`config.mk`:
```
export PLATFORM = sky130hd
export DESIGN_NAME = numeric_token_prefix_recognizer_top
export DESIGN_NICKNAME = d
export VERILOG_FILES = /design/src/design/nptr_pkg.sv /design/src/design/nptr_cfg.sv /design/src/design/nptr_step.sv /design/src/design/numeric_token_prefix_recognizer_top.sv
export SDC_FILE = /design/constraint.sdc
export NUM_CORES = 1
export LEC_CHECK = 0
export BUFFER_PORTS_ARGS = -buffer_cell sky130_fd_sc_hd__buf_2
export CAP_MARGIN = 0
export CORE_MARGIN = 3
export CORE_UTILIZATION = 58
export DETAILED_ROUTE_END_ITERATION = 12
export PLACE_DENSITY = 0.77
export SETUP_SLACK_MARGIN = 0.2
export SLEW_MARGIN = 20
export SYNTH_ARGS = -nofsm -noshare
export SYNTH_HDL_FRONTEND = slang
export SYNTH_SLANG_ARGS = --single-unit
```
`constraint.sdc`:
```
create_clock -name aclk -period 10.2 [get_ports aclk]
set_clock_uncertainty 0.05 [all_clocks]
set_input_delay 2.04 -clock aclk [delete_from_list [all_inputs] [get_ports aclk]]
set_output_delay 2.04 -clock aclk [all_outputs]
set_load 0.1 [all_outputs]
```
`src/design/nptr_pkg.sv`:
```
// ----------------------------------------------------------------------------
// nptr_pkg
// Shared types and constants of the numeric token prefix recognizer.
// ----------------------------------------------------------------------------
package nptr_pkg;

    typedef enum logic [3:0] {
        PH_START,
        PH_ISIGN,
        PH_IZERO,
        PH_IPFX,
        PH_IDIG,
        PH_FSIGN,
        PH_FDEC,
        PH_FZERO,
        PH_FHEX,
        PH_FINF,
        PH_FNAN,
        PH_FNSEQ,
        PH_FNEND
    } phase_t;

    // number flag bit positions
    localparam int FL_DIG  = 0;
    localparam int FL_DOT  = 1;
    localparam int FL_EXP  = 2;
    localparam int FL_ESGN = 3;
    localparam int FL_EDIG = 4;

    // configuration register indexes
    localparam logic [1:0] REG_FLOAT_MODE = 2'd0;
    localparam logic [1:0] REG_INT_BASE   = 2'd1;
    localparam logic [1:0] REG_MAX_WIDTH  = 2'd2;

    localparam logic [4:0] BASE_AUTO  = 5'd0;
    localparam logic [4:0] BASE_OCT   = 5'd8;
    localparam logic [4:0] BASE_DEC   = 5'd10;
    localparam logic [4:0] BASE_HEX   = 5'd16;

    localparam logic [0:7][7:0] INF_WORD = "infinity";
    localparam logic [0:2][7:0] NAN_WORD = "nan";

    typedef struct packed {
        logic       float_mode;
        logic [4:0] int_base;
        logic [8:0] max_width;
    } cfg_t;

    typedef struct packed {
        phase_t     phase;
        logic [8:0] length;
        logic [4:0] wbase;
        logic [4:0] flags;
        logic [3:0] widx;
        logic       closed;
    } state_t;

    localparam state_t CLEAR_STATE = '{
        phase:  PH_START,
        length: 9'd0,
        wbase:  5'd0,
        flags:  5'd0,
        widx:   4'd0,
        closed: 1'b0
    };

    typedef struct packed {
        logic       take;
        logic [8:0] length;
        logic       complete;
        logic       ended;
    } res_t;

endpackage

```
`src/design/nptr_cfg.sv`:
```
// ----------------------------------------------------------------------------
// nptr_cfg
// Configuration register file: float mode, integer base, width limit.
// ----------------------------------------------------------------------------
module nptr_cfg
    import nptr_pkg::*;
(
    input  logic       aclk,
    input  logic       aresetn,
    input  logic       wr_en,
    input  logic [1:0] wr_index,
    input  logic [8:0] wr_data,
    output cfg_t       cfg
);

    cfg_t cfg_reg;

    always_ff @(posedge aclk) begin
        if (!aresetn) begin
            cfg_reg.float_mode <= 1'b0;
            cfg_reg.int_base   <= BASE_DEC;
            cfg_reg.max_width  <= 9'd0;
        end else if (wr_en) begin
            case (wr_index)
                REG_FLOAT_MODE: cfg_reg.float_mode <= wr_data[0];
                REG_INT_BASE:   cfg_reg.int_base   <= wr_data[4:0];
                REG_MAX_WIDTH:  cfg_reg.max_width  <= wr_data;
                default: ;
            endcase
        end
    end

    assign cfg = cfg_reg;

endmodule

```
`src/design/nptr_step.sv`:
```
// ----------------------------------------------------------------------------
// nptr_step
// One grammar step: next recognizer state and the result for one character.
// ----------------------------------------------------------------------------
module nptr_step
    import nptr_pkg::*;
(
    input  state_t     st,
    input  cfg_t       cfg,
    input  logic [8:0] limit,
    input  logic [7:0] ch,
    input  logic       first,
    output state_t     st_next,
    output res_t       res
);

    typedef struct packed {
        logic       ok;
        logic [4:0] flags;
    } fstep_t;

    typedef struct packed {
        logic       ok;
        phase_t     phase;
        logic [4:0] wbase;
    } istep_t;

    typedef struct packed {
        logic       ok;
        phase_t     phase;
        logic [4:0] flags;
        logic [3:0] widx;
    } ffirst_t;

    function automatic logic [7:0] lower(input logic [7:0] c);
        return (c >= "A" && c <= "Z") ? c + 8'd32 : c;
    endfunction

    function automatic logic is_dec(input logic [7:0] c);
        return c >= "0" && c <= "9";
    endfunction

    function automatic logic is_alpha(input logic [7:0] c);
        logic [7:0] l;
        l = lower(c);
        return l >= "a" && l <= "z";
    endfunction

    function automatic logic is_hex(input logic [7:0] c);
        logic [7:0] l;
        l = lower(c);
        return is_dec(c) || (l >= "a" && l <= "f");
    endfunction

    function automatic logic is_sign(input logic [7:0] c);
        return c == "+" || c == "-";
    endfunction

    function automatic logic [6:0] digit_value(input logic [7:0] c);
        logic [7:0] l;
        l = lower(c);
        if (is_dec(l)) return 7'(l - "0");
        if (l >= "a" && l <= "z") return 7'(l - "a" + 8'd10);
        return 7'd99;
    endfunction

    function automatic fstep_t dec_step(input logic [7:0] c, input logic [4:0] v);
        fstep_t r;
        r.ok    = 1'b1;
        r.flags = v;
        if (is_dec(c)) begin
            if (v[FL_EXP]) r.flags[FL_EDIG] = 1'b1;
            else r.flags[FL_DIG] = 1'b1;
        end else if (c == "." && !v[FL_DOT] && !v[FL_EXP]) begin
            r.flags[FL_DOT] = 1'b1;
        end else if (lower(c) == "e" && !v[FL_EXP] && v[FL_DIG]) begin
            r.flags[FL_EXP] = 1'b1;
        end else if (is_sign(c) && v[FL_EXP] && !v[FL_ESGN] && !v[FL_EDIG]) begin
            r.flags[FL_ESGN] = 1'b1;
        end else begin
            r.ok = 1'b0;
        end
        return r;
    endfunction

    function automatic fstep_t hex_step(input logic [7:0] c, input logic [4:0] v);
        fstep_t r;
        r.ok    = 1'b1;
        r.flags = v;
        if (!v[FL_EXP] && is_hex(c)) begin
            r.flags[FL_DIG] = 1'b1;
        end else if (!v[FL_EXP] && c == "." && !v[FL_DOT]) begin
            r.flags[FL_DOT] = 1'b1;
        end else if (!v[FL_EXP] && lower(c) == "p" && v[FL_DIG]) begin
            r.flags[FL_EXP] = 1'b1;
        end else if (v[FL_EXP] && is_sign(c) && !v[FL_ESGN] && !v[FL_EDIG]) begin
            r.flags[FL_ESGN] = 1'b1;
        end else if (v[FL_EXP] && is_dec(c)) begin
            r.flags[FL_EDIG] = 1'b1;
        end else begin
            r.ok = 1'b0;
        end
        return r;
    endfunction

    function automatic istep_t int_first(input logic [7:0] c, input logic [4:0] wb);
        istep_t     r;
        logic [4:0] b;
        r.ok    = 1'b0;
        r.phase = PH_START;
        r.wbase = wb;
        b       = (wb == BASE_AUTO) ? BASE_DEC : wb;
        if ((wb == BASE_AUTO || wb == BASE_HEX) && c == "0") begin
            r.ok    = 1'b1;
            r.phase = PH_IZERO;
        end else if (digit_value(c) < {2'b00, b}) begin
            r.ok    = 1'b1;
            r.phase = PH_IDIG;
            r.wbase = b;
        end
        return r;
    endfunction

    function automatic ffirst_t float_first(input logic [7:0] c, input logic [4:0] v,
                                            input logic [3:0] wi);
        ffirst_t r;
        fstep_t  d;
        r.ok    = 1'b1;
        r.phase = PH_START;
        r.flags = v;
        r.widx  = wi;
        d       = dec_step(c, v);
        if (lower(c) == "i") begin
            r.phase = PH_FINF;
            r.widx  = 4'd1;
        end else if (lower(c) == "n") begin
            r.phase = PH_FNAN;
            r.widx  = 4'd1;
        end else if (c == "0") begin
            r.phase = PH_FZERO;
            r.flags = 5'd1 << FL_DIG;
        end else if (d.ok) begin
            r.phase = PH_FDEC;
            r.flags = d.flags;
        end else begin
            r.ok = 1'b0;
        end
        return r;
    endfunction

    state_t     cur;
    state_t     nxt;
    logic       ok;
    logic       full_num;
    logic [7:0] lc;
    logic [4:0] base8;
    istep_t     is_r;
    ffirst_t    ff_r;
    fstep_t     dec_r;
    fstep_t     hex_r;

    always_comb begin
        cur   = first ? CLEAR_STATE : st;
        nxt   = cur;
        ok    = 1'b0;
        lc    = lower(ch);
        base8 = (cur.wbase == BASE_AUTO) ? BASE_OCT : cur.wbase;
        is_r  = int_first(ch, (cur.phase == PH_START) ? cfg.int_base : cur.wbase);
        ff_r  = float_first(ch, cur.flags, cur.widx);
        dec_r = dec_step(ch, cur.flags);
        hex_r = hex_step(ch, cur.flags);

        case (cur.phase)
            PH_START: begin
                if (cfg.float_mode) begin
                    if (is_sign(ch)) begin
                        ok        = 1'b1;
                        nxt.phase = PH_FSIGN;
                    end else if (ff_r.ok) begin
                        ok        = 1'b1;
                        nxt.phase = ff_r.phase;
                        nxt.flags = ff_r.flags;
                        nxt.widx  = ff_r.widx;
                    end
                end else begin
                    if (is_sign(ch)) begin
                        ok        = 1'b1;
                        nxt.phase = PH_ISIGN;
                        nxt.wbase = cfg.int_base;
                    end else if (is_r.ok) begin
                        ok        = 1'b1;
                        nxt.phase = is_r.phase;
                        nxt.wbase = is_r.wbase;
                    end
                end
            end
            PH_ISIGN: begin
                if (is_r.ok) begin
                    ok        = 1'b1;
                    nxt.phase = is_r.phase;
                    nxt.wbase = is_r.wbase;
                end
            end
            PH_IZERO: begin
                if (lc == "x") begin
                    ok        = 1'b1;
                    nxt.phase = PH_IPFX;
                    nxt.wbase = BASE_HEX;
                end else if (digit_value(ch) < {2'b00, base8}) begin
                    ok        = 1'b1;
                    nxt.phase = PH_IDIG;
                    nxt.wbase = base8;
                end
            end
            PH_IPFX, PH_IDIG: begin
                if (digit_value(ch) < {2'b00, cur.wbase}) begin
                    ok        = 1'b1;
                    nxt.phase = PH_IDIG;
                end
            end
            PH_FSIGN: begin
                if (ff_r.ok) begin
                    ok        = 1'b1;
                    nxt.phase = ff_r.phase;
                    nxt.flags = ff_r.flags;
                    nxt.widx  = ff_r.widx;
                end
            end
            PH_FZERO: begin
                if (lc == "x") begin
                    ok        = 1'b1;
                    nxt.phase = PH_FHEX;
                    nxt.flags = 5'd0;
                end else if (dec_r.ok) begin
                    ok        = 1'b1;
                    nxt.phase = PH_FDEC;
                    nxt.flags = dec_r.flags;
                end
            end
            PH_FDEC: begin
                ok        = dec_r.ok;
                nxt.flags = dec_r.flags;
            end
            PH_FHEX: begin
                ok        = hex_r.ok;
                nxt.flags = hex_r.flags;
            end
            PH_FINF: begin
                if (cur.widx < 4'd8 && lc == INF_WORD[cur.widx[2:0]]) begin
                    ok       = 1'b1;
                    nxt.widx = cur.widx + 4'd1;
                end
            end
            PH_FNAN: begin
                if (cur.widx < 4'd3) begin
                    if (lc == NAN_WORD[cur.widx[1:0]]) begin
                        ok       = 1'b1;
                        nxt.widx = cur.widx + 4'd1;
                    end
                end else if (ch == "(") begin
                    ok        = 1'b1;
                    nxt.phase = PH_FNSEQ;
                end
            end
            PH_FNSEQ: begin
                if (ch == ")") begin
                    ok        = 1'b1;
                    nxt.phase = PH_FNEND;
                end else if (is_dec(ch) || is_alpha(ch) || ch == "_") begin
                    ok = 1'b1;
                end
            end
            default: ;
        endcase

        st_next  = cur;
        res.take = 1'b0;
        if (!cur.closed) begin
            if (cur.length >= limit) begin
                st_next.closed = 1'b1;
            end else if (ok) begin
                st_next        = nxt;
                st_next.length = cur.length + 9'd1;
                st_next.closed = (cur.length + 9'd1) >= limit;
                res.take       = 1'b1;
            end else begin
                st_next.closed = 1'b1;
            end
        end

        case (st_next.phase)
            PH_IZERO, PH_IDIG, PH_FZERO, PH_FNEND: full_num = 1'b1;
            PH_FDEC, PH_FHEX:
                full_num = st_next.flags[FL_DIG] &&
                           (!st_next.flags[FL_EXP] || st_next.flags[FL_EDIG]);
            PH_FINF: full_num = st_next.widx == 4'd3 || st_next.widx == 4'd8;
            PH_FNAN: full_num = st_next.widx == 4'd3;
            default: full_num = 1'b0;
        endcase

        res.length   = st_next.length;
        res.complete = full_num;
        res.ended    = st_next.closed;
    end

endmodule

```
`src/design/numeric_token_prefix_recognizer_top.sv`:
```
// ----------------------------------------------------------------------------
// numeric_token_prefix_recognizer_top
// Character-at-a-time lexer for C integer and floating-point number tokens.
// ----------------------------------------------------------------------------
// Usage:
//   s_* carries one character per transfer (tdata = ch, tuser = first).
//   first = 1 starts a new token with that character.
//   m_* returns one result per character: take, running length, complete
//   and ended. A rejected character (take = 0) belongs to the next token.
//   cfg_* writes float_mode (0), int_base (1) and max_width (2); write only
//   while no character is in flight.
// Timing:
//   An accepted character is held in an input register; the grammar step
//   runs on it once the output can take a result and loads the result
//   register, which offers it. One character per cycle is sustained while
//   m_tready is high; the recognizer state loop is a single register stage.
//   When m_tready is low, the held result stays and the input register
//   takes one more character only while empty, then s_tready drops.
// Reset:
//   Clears both pipeline registers, starts a fresh token and loads
//   float_mode = 0, int_base = 10, max_width = 0 (limit TOKEN_CAP-1, at most 511).
// ----------------------------------------------------------------------------
module numeric_token_prefix_recognizer_top
    import nptr_pkg::*;
#(
    parameter int TOKEN_CAP = 512
) (
    input  logic        aclk,
    input  logic        aresetn,
    input  logic        s_tvalid,
    output logic        s_tready,
    input  logic [7:0]  s_tdata,   // [7:0] ch
    input  logic [0:0]  s_tuser,   // [0] first
    output logic        m_tvalid,
    input  logic        m_tready,
    output logic [15:0] m_tdata,   // [0] take, [9:1] length, [10] complete, [11] ended
    input  logic        cfg_valid,
    output logic        cfg_ready,
    input  logic [1:0]  cfg_index,
    input  logic [8:0]  cfg_data
);

    localparam logic [8:0] LIM_MAX = (TOKEN_CAP - 1 > 511) ? 9'd511 : 9'(TOKEN_CAP - 1);

    cfg_t       cfg;
    state_t     st_reg;
    state_t     st_next;
    res_t       res_next;
    res_t       out_res_reg;
    logic       in_valid_reg;
    logic [7:0] in_ch_reg;
    logic       in_first_reg;
    logic       out_valid_reg;
    logic       fire;
    logic [8:0] limit;

    assign cfg_ready = 1'b1;

    nptr_cfg u_cfg (
        .aclk     (aclk),
        .aresetn  (aresetn),
        .wr_en    (cfg_valid),
        .wr_index (cfg_index),
        .wr_data  (cfg_data),
        .cfg      (cfg)
    );

    assign limit = (cfg.max_width != 9'd0 && cfg.max_width < LIM_MAX) ? cfg.max_width : LIM_MAX;

    nptr_step u_step (
        .st      (st_reg),
        .cfg     (cfg),
        .limit   (limit),
        .ch      (in_ch_reg),
        .first   (in_first_reg),
        .st_next (st_next),
        .res     (res_next)
    );

    assign fire     = in_valid_reg && (!out_valid_reg || m_tready);
    assign s_tready = !in_valid_reg || fire;

    always_ff @(posedge aclk) begin
        if (!aresetn) begin
            in_valid_reg  <= 1'b0;
            out_valid_reg <= 1'b0;
            st_reg        <= CLEAR_STATE;
        end else begin
            if (s_tvalid && s_tready) begin
                in_valid_reg <= 1'b1;
            end else if (fire) begin
                in_valid_reg <= 1'b0;
            end
            if (fire) begin
                out_valid_reg <= 1'b1;
                st_reg        <= st_next;
            end else if (m_tready) begin
                out_valid_reg <= 1'b0;
            end
        end
    end

    always_ff @(posedge aclk) begin
        if (s_tvalid && s_tready) begin
            in_ch_reg    <= s_tdata;
            in_first_reg <= s_tuser[0];
        end
        if (fire) begin
            out_res_reg <= res_next;
        end
    end

    assign m_tvalid = out_valid_reg;
    assign m_tdata  = {4'd0, out_res_reg.ended, out_res_reg.complete,
                       out_res_reg.length, out_res_reg.take};

`ifndef SYNTHESIS
    a_len_bound: assert property (@(posedge aclk) disable iff (!aresetn)
        st_reg.length <= LIM_MAX)
        else $error("token length beyond store limit");

    a_take_incr: assert property (@(posedge aclk) disable iff (!aresetn)
        fire && !in_first_reg && res_next.take |=>
            st_reg.length == 9'($past(st_reg.length) + 9'd1))
        else $error("accepted character did not extend token by one");

    a_reject_closes: assert property (@(posedge aclk) disable iff (!aresetn)
        fire && !res_next.take |=> st_reg.closed)
        else $error("rejected character left token open");

    a_stall_blocks: assert property (@(posedge aclk) disable iff (!aresetn)
        in_valid_reg && out_valid_reg && !m_tready |-> !s_tready)
        else $error("input accepted while both stages full and output stalled");
`endif

endmodule

```
Word level (Yosys, flattened, before mapping)
Memories as Yosys holds them, arrays and structs flattened.
Cells that the tools add are included.
{"block": "totals", "reg_bits": 66, "rom_bits": 64, "input_bits": 25, "output_inout_bits": 19, "word_cells": 268, "memories": 1}
{"memory": "(no name shown)", "words": 8, "word_bits": 8, "read_ports": 1, "rd_clocked_by_memory_dff": 0, "wr": 0, "line": "nptr_step.sv:249", "text": "if (cur.widx < 4'd8 && lc == INF_WORD[cur.widx[2:0]]) begin"}
{"block": "op_classes", "add_sub_neg": 6, "order_cmp": 19, "n_eq_ne": 38, "mux": 131, "n_bitwise": 2, "reduce_logical": 54}
{"operator": "$mux 4", "n": 21}
{"operator": "$mux 7", "n": 12}
{"operator": "$mux 5", "n": 15}
{"operator": "$mux 1", "n": 56}
{"operator": "$mux 28", "n": 2}
{"operator": "$mux 27", "n": 2}
{"operator": "$eq 8x6->1 const B", "n": 6}
{"operator": "$eq 8x7->1 const B", "n": 6}
{"operator": "$mux 8", "n": 6}
{"operator": "$mux 9", "n": 5}
{"operator": "$eq 4x4->1 const B", "n": 9}
{"operator": "$pmux 4 s8", "n": 1}
{"operator": "$eq 4x3->1 const B", "n": 7}
{"operator": "$pmux 5 s5", "n": 1}
{"operator": "$le 8x7->1 const B", "n": 3}
{"operator": "$logic_and 1x1->1", "n": 24}
{"operator": "$lt 7x5->1", "n": 3}
{"operator": "$ge 9x9->1", "n": 2}
{"operator": "$bmux 8 s2", "n": 1}
{"operator": "$eq 4x2->1 const B", "n": 4}
{"operator": "$eq 8x8->1", "n": 2}
{"operator": "$ge 8x6->1 const B", "n": 2}
{"operator": "$ge 8x7->1 const B", "n": 2}
{"operator": "$le 8x6->1 const B", "n": 2}
{"operator": "34 further kinds", "n": 56}

Depth between registers and ports, before layout
Gate-level depths: netlist of the first run.
{"block": "depth", "ltp_word": 26, "mapped_depth": 31, "depth_no_buf": 28}

Cells and area by module
From an unflattened synthesis of the first run, not the netlist that was laid out.
{"block": "unflattened", "hier_cells": 895, "hier_area_um2": 6695.2}
{"mod": "nptr_step", "instances": 1, "cells_per_inst": 650, "area_each_um2": 4061.4, "seq_area_each_um2": 0.0}
{"mod": "numeric_token_prefix_recognizer_top", "instances": 1, "cells_per_inst": 182, "area_each_um2": 2025.7, "seq_area_each_um2": 1231.2}
{"mod": "nptr_cfg", "instances": 1, "cells_per_inst": 63, "area_each_um2": 608.1, "seq_area_each_um2": 300.3}

Worst setup path before layout of the first run
OpenSTA, ideal clock, no wires.
{"block": "synth_path", "kind": "register to register", "startpoint": "register in_ch_reg[0]", "endpoint": "register out_res_reg, in the netlist m_tdata[10], data pin", "setup_time_ns": 0.157, "t_arrival_ns": 5.633, "required_ns": 9.993, "setup_slack_ns": 4.360, "path_stages_with_launch": 31, "n_path_buf": 2, "period_less_slack_ns": 5.840, "cell_sequence": "edfxtp_1 -> clkbuf_1 -> inv_1 -> ha_1 -> or4b_4 -> nor2_1 -> a21oi_1 -> nand2_1 -> inv_1 -> ha_1 -> a21o_1 -> nand2_1 -> o21bai_1 -> o21ai_1 -> buf_6 -> nor2_1 -> o21ai_0 -> o21ai_0 -> ha_1 -> o21a_1 -> o211ai_1 -> nor2_1 -> a21oi_1 -> o311ai_2 -> a211oi_2 -> o21ai_2 -> a211oi_4 -> mux2i_2 -> a21oi_2 -> o31a_1 -> a32oi_1"}
{"element": "start, declared", "line": "numeric_token_prefix_recognizer_top.sv:51", "text": "logic [7:0] in_ch_reg;"}
{"element": "start signal, assigned", "line": "numeric_token_prefix_recognizer_top.sv:105", "text": "in_ch_reg <= s_tdata;"}
{"element": "end signal, assigned", "line": "numeric_token_prefix_recognizer_top.sv:109", "text": "out_res_reg <= res_next;"}
{"element": "end, declared", "line": "numeric_token_prefix_recognizer_top.sv:49", "text": "res_t out_res_reg;"}

==> flow_summary.json, run 1 <==
{
  "drt_iter0_markers": 836,
  "nFillCells": 927,
  "antenna_found_initial": 0,
  "drive_above_1_share_pct": 10.5,
  "period_needed_ps": 7120,
  "regArea_um2": 1530,
  "start_util_pct": 60.7,
  "antenna_cells": 0,
  "die_h_um": 111,
  "r2r-end": "m_tdata[10]",
  "crit_path_top_delay_cell": "a221oi_1",
  "final_common_cell": "nor2_1",
  "power.internal_mw": 0.449,
  "r2r-start": "in_ch_reg[0]",
  "fmax_ghz": 0.140,
  "grt_use_met3_pct": 5.79,
  "pwr_density_cell_nw_per_um2": 108,
  "switching_power_mw": 0.277,
  "fp.dieW_um": 111,
  "final_cell_mix": "nor2_1, nand2_1, a21oi_1",
  "min_from": "st_reg[9]",
  "utilization_pct": 64.0,
  "rsz0062_at_grt": "false",
  "min_to": "st_reg[9]",
  "portBuffers": 38,
  "die_area_um2": 12300,
  "drcViolationCount": 0,
  "cts_root_buf": "clkbuf_8",
  "area_growth_pct": 5.52,
  "ys.flop_type": "dfxtp_1",
  "clockBufferDepth": 2,
  "leakage_nw": 2.77,
  "hp-class": "register to register",
  "synth_edf_count": 21,
  "cp.required_ps": 10270,
  "cts_hold_buf": 0,
  "gp_congestion": 1.06,
  "stdcell_count": 996,
  "outcome": "complete, no violations",
  "post_cts_buffers": 0,
  "wire_per_inst_um": 19.3,
  "wl_mm": 19.3,
  "top_usage_layer": "met2",
  "first_pass_iters": 6,
  "worst_skew_pair.late_latency_ps": 370,
  "rows": 37,
  "syn_inst": 846,
  "multi_input_area_um2": 4490,
  "pwr-share-comb_pct": 29.8,
  "start_kind": "register",
  "tightest_slew_ps": 1060,
  "vias": 6598,
  "grt_pass1_vias": 6057,
  "crit_arrival_ps": 7190,
  "max-cap-violations": 0,
  "use_met2_pct": 48.8,
  "yosys.cell_types.count": 88,
  "gr-usage-met1_pct": 43.2,
  "grt_overflow": 0,
  "largest_reg_flops": 28,
  "ios": 44,
  "placed_cells": 980,
  "syn_area_um2": 6370,
  "yosys_warnings": 0,
  "ant_nets": 0,
  "crit_family": "compound AO/OA/AOI/OAI gates",
  "period_share_pct": 69.8,
  "end_kind": "register",
  "clkPwrFrac_pct": 28.3,
  "place_hpwl_mm": 14.4,
  "grt_pass1_wl_mm": 31.2,
  "vdd.ir_drop.worst_mv": 0.0935,
  "viasPerCell": 6.62,
  "path_buf_inv": 3,
  "crit_type": "register to register",
  "r2r_cells": 28,
  "power_mw": 0.726,
  "swShare_pct": 38.2,
  "slew_violations": 0,
  "coreArea_um2": 10500,
  "cp_max_fo": 14,
  "cts_tree": "yes",
  "grtUsageTotal_pct": 30.8,
  "finalSetupViolations": 0,
  "clock_sink_count": 66,
  "syn_avg_cell_area_um2": 7.53,
  "cts_made_buffers": 9,
  "clkTransAtPathRegs_ps": 70,
  "slowest_delay_ps": 730,
  "cts-resized-gates": 0,
  "tns_ps": 0,
  "slew_headroom_pct": 28.9,
  "grt_max_degree": 44,
  "hold_viol_final": 0,
  "fin_nets": 922,
  "ys_ff_latch": 66,
  "htreeDepth": 3,
  "seq_area_frac_synth_pct": 24.0,
  "min_path_cells": 2,
  "p_seq_share_pct": 41.9,
  "synthArstFlopShare_pct": 0,
  "r2r_slack_ps": 3080
}
## metal layers
layer / vias to the layer above / wire, µm
li1: 3119 / -
met1: 3051 / 8570
met2: 379 / 8600
met3: 49 / 1670
met4: 0 / 426
met5: - / 0
## synth_stat cells, types with 7 or more instances
library cell	number	share of area, %
nor2_1	110	6.5
nand2_1	77	4.5
a21oi_1	74	5.8
dfxtp_1	45	14
o21ai_0	43	3.4
ha_1	42	8.2
inv_1	34	2.0
clkbuf_1	28	1.6
nor3_1	28	2.2
nor2b_1	26	2.6
edfxtp_1	21	9.9
a211oi_1	20	2.4
mux2i_1	19	3.0
nand3_1	18	1.4
a31oi_1	15	1.5
nand2b_1	15	1.5
and2_1	13	1.3
and3_1	10	0.98
o211ai_1	10	1.2
xnor2_1	10	1.4
nor4_1	9	0.88
xor2_1	9	1.2
buf_4	8	0.94
nand3b_1	8	0.94
a21o_1	7	0.82
buf_2	7	0.55
nand4_1	7	0.69
## per-stage QoR
stage / setup slack (ps) / instance area, µm² / hold WS [ps]
2_1_floorplan: 4360 / 6380 / 391
3_3_place_gp: 3690 / 6550 / 423
3_5_place_dp: 3360 / 6550 / 420
4_1_cts: 3300 / 6730 / 438
5_1_grt: 2690 / 6730 / 453
6_report: 3080 / 6730 / 445
## worst reg2reg max path, delay by kind of cell (launching register included)
family	cells	cell delay, ps
compound gates	14	3100
fa+ha+maj	3	900
buf+inv	3	580
flops	1	640
simple gates	8	1590
## logic make-up (layout without fill, tap and decap cells)
logic type | count (synthesis) | count (layout) | synth area share (%)
AO/OA/AOI/OAI | 259 | 259 | 28.0
XOR/XNOR | 19 | 19 | 2.61
adder cells (fa/ha/maj) | 42 | 42 | 8.24
buffers and inverters | 83 | 94 | 5.73
flip-flops | 66 | 66 | 24.0
multiplexers | 22 | 22 | 3.55
other | 2 | 5 | 0.118
AND/OR/NAND/NOR | 353 | 353 | 27.7
## power by group through the flow
stage | logic [mW] | clock network (mW) | registers [mW]
after floorplan | 0.155 | 0 | 0.316
after global placement | 0.206 | 0 | 0.308
after detailed placement | 0.210 | 0 | 0.309
after CTS | 0.212 | 0.210 | 0.303
after global routing | 0.237 | 0.222 | 0.306
final | 0.216 | 0.206 | 0.304
## layout make-up
| type | count | share of cell area [%] |
|---|---|---|
| Sequential cell | 66 | 22.8 |
| Multi-Input combinational cell | 700 | 66.7 |
| Tap cell | 136 | 2.53 |
| Inverter | 35 | 1.95 |
| Clock buffer | 10 | 2.05 |
| Timing Repair Buffer | 43 | 3.39 |
| Clock inverter | 6 | 0.577 |
## worst max path at each step
| stage | endpoint | slack (ps) | cells after the start | start |
|---|---|---|---|---|
| global route | m_tdata[10] | 2690 | 28 | in_ch_reg[1] |
| CTS | m_tdata[10] | 3300 | 28 | in_ch_reg[1] |
| global placement | m_tdata[10] | 3690 | 28 | in_ch_reg[1] |
| detailed placement | m_tdata[10] | 3360 | 28 | in_ch_reg[1] |
| floorplan | m_tdata[10] | 4360 | 30 | in_ch_reg[0] |
| finish | m_tdata[10] | 3080 | 28 | in_ch_reg[0] |
Power figures use the tool's default switching activity.
==> run 2, diff against run 1 <==
clock period = 7.25 ns   (was 10.2 ns; I/O delays follow)
==> flow_summary.json, run 2 (synthesized netlist as in run 1, its figures left out) <==
{
  "outcome": "complete, no violations",
  "die_area_um2": 12300,
  "fmax_ghz": 0.155,
  "final_common_cell": "nor2_1",
  "rows": 37,
  "drive_above_1_share_pct": 11.3,
  "nFillCells": 897,
  "max-cap-violations": 0,
  "place_hpwl_mm": 14.7,
  "cts_made_buffers": 9,
  "multi_input_area_um2": 4490,
  "slew_violations": 0,
  "first_pass_iters": 7,
  "crit_arrival_ps": 6630,
  "grt_pass1_vias": 6009,
  "grt_pass1_wl_mm": 31.8,
  "wl_mm": 19.5,
  "grt_max_degree": 43,
  "grt_overflow": 0,
  "leakage_nw": 2.82,
  "top_usage_layer": "met2",
  "cts_root_buf": "clkbuf_8",
  "coreArea_um2": 10500,
  "largest_reg_flops": 28,
  "rsz0062_at_grt": "false",
  "startpoint": "in_ch_reg[6]",
  "drcViolationCount": 0,
  "start_kind": "register",
  "period_share_pct": 89.2,
  "setup_slack_ps": 782,
  "htreeDepth": 3,
  "die_h_um": 111,
  "drt_iter0_markers": 758,
  "end_kind": "register",
  "use_met2_pct": 47.4,
  "r2r-start": "in_ch_reg[6]",
  "clock_sink_count": 66,
  "fp.dieW_um": 111,
  "cts_tree": "yes",
  "pwr_density_cell_nw_per_um2": 154,
  "ant_nets": 0,
  "final_cell_mix": "nor2_1, nand2_1, a21oi_1",
  "antenna_found_initial": 0,
  "worst_skew_pair.late_latency_ps": 360,
  "regArea_um2": 1530,
  "tightest_slew_ps": 856,
  "vias": 6677,
  "cp_max_fo": 12,
  "finalSetupViolations": 0,
  "power_mw": 1.05,
  "hp-class": "register to register",
  "clockBufferDepth": 2,
  "place_ws_ps": 541,
  "vdd.ir_drop.worst_mv": 0.123,
  "clkTransAtPathRegs_ps": 80,
  "ios": 44,
  "area_growth_pct": 6.93,
  "grtUsageTotal_pct": 31.3,
  "stdcell_count": 1006,
  "period_needed_ps": 6470,
  "grt_use_met3_pct": 5.46,
  "placed_cells": 986,
  "portBuffers": 38,
  "viasPerCell": 6.64,
  "fin_nets": 932,
  "antenna_cells": 0,
  "gr-usage-met1_pct": 45.0,
  "crit_type": "register to register",
  "cp.required_ps": 7410,
  "tns_ps": 0,
  "slew_headroom_pct": 42.4,
  "start_util_pct": 60.7,
  "min_from": "st_reg[23]",
  "hold_viol_final": 0,
  "cts_hold_buf": 0,
  "gp_congestion": 1.05,
  "wire_per_inst_um": 19.4
}
-- run 2: cell types whose count changed in the layout (fill, tap and decap cells not counted), sizes merged --
cell / before / now
buf: 43 / 53
inv: 37 / 34
bufinv: 0 / 1
clkbuf: 10 / 11
clkinv: 3 / 5
clkinvlp: 1 / 0
-- run 2: what timing repair did --
| action | in CTS | in global routing |
|---|---|---|
| resized for setup | 0 | 1 |
| buffers inserted | 0 | 4 |
| setup endpoints to repair | 0 | 7 |
-- run 2: stage by stage --
stage	hold WS [ps]	instance area [µm²]	utilization, %
after detailed placement	429	6590	62.7
after global routing	472	6820	64.9
after floorplan	391	6380	-
final	443	6820	64.9
after CTS	440	6780	64.5
after global placement	423	6590	62.7
-- run 2: power by group --
group	internal, mW	total, mW	switching (mW)
Clock	0.159	0.310	0.152
Sequential	0.399	0.420	0.0208
Combinational	0.103	0.318	0.216
-- run 2: cell type report --
type / instances / share of cell area (%)
flip-flops and latches: 66 / 22.5
inverters: 35 / 1.93
clock buffers: 11 / 1.93
repair buffers: 53 / 4.44
clock inverters: 5 / 0.826
multi-input cells: 700 / 65.9
well taps: 136 / 2.50
-- run 2: path summary, 6_finish.rpt --
check,endpoint,slack [ps],cells past startpoint
hold / removal,st_reg[23],440,2
hold reg to reg,st_reg[23],440,2
setup reg to reg,m_tdata[10],780,25
setup / recovery,m_tdata[10],780,25
-- run 2: worst max-delay path: stages (launching register included) --
cell,delay [ps]
edfxtp_1,610
nor2b_1,520
nor2_1,80
a41oi_1,310
nand2_1,170
inv_1,110
ha_1,270
a21o_1,120
nand2_1,50
o21bai_1,300
o21ai_2,240
inv_1,160
nand2_1,70
o21ai_0,260
ha_1,310
a211oi_1,420
nor2_1,100
a21oi_1,220
o311ai_2,160
a211oi_2,270
o21ai_2,180
a211oi_1,420
mux2i_1,130
a221oi_1,440
nand3_1,140
a32oi_1,210
-- run 2: layer usage --
metal  share of wire (%)  vias to the layer above
li1                    -                     3136
met1                  44                     3098
met2                  44                      388
met3                 9.5                       55
met4                 2.9                        0
met5                   0                        -
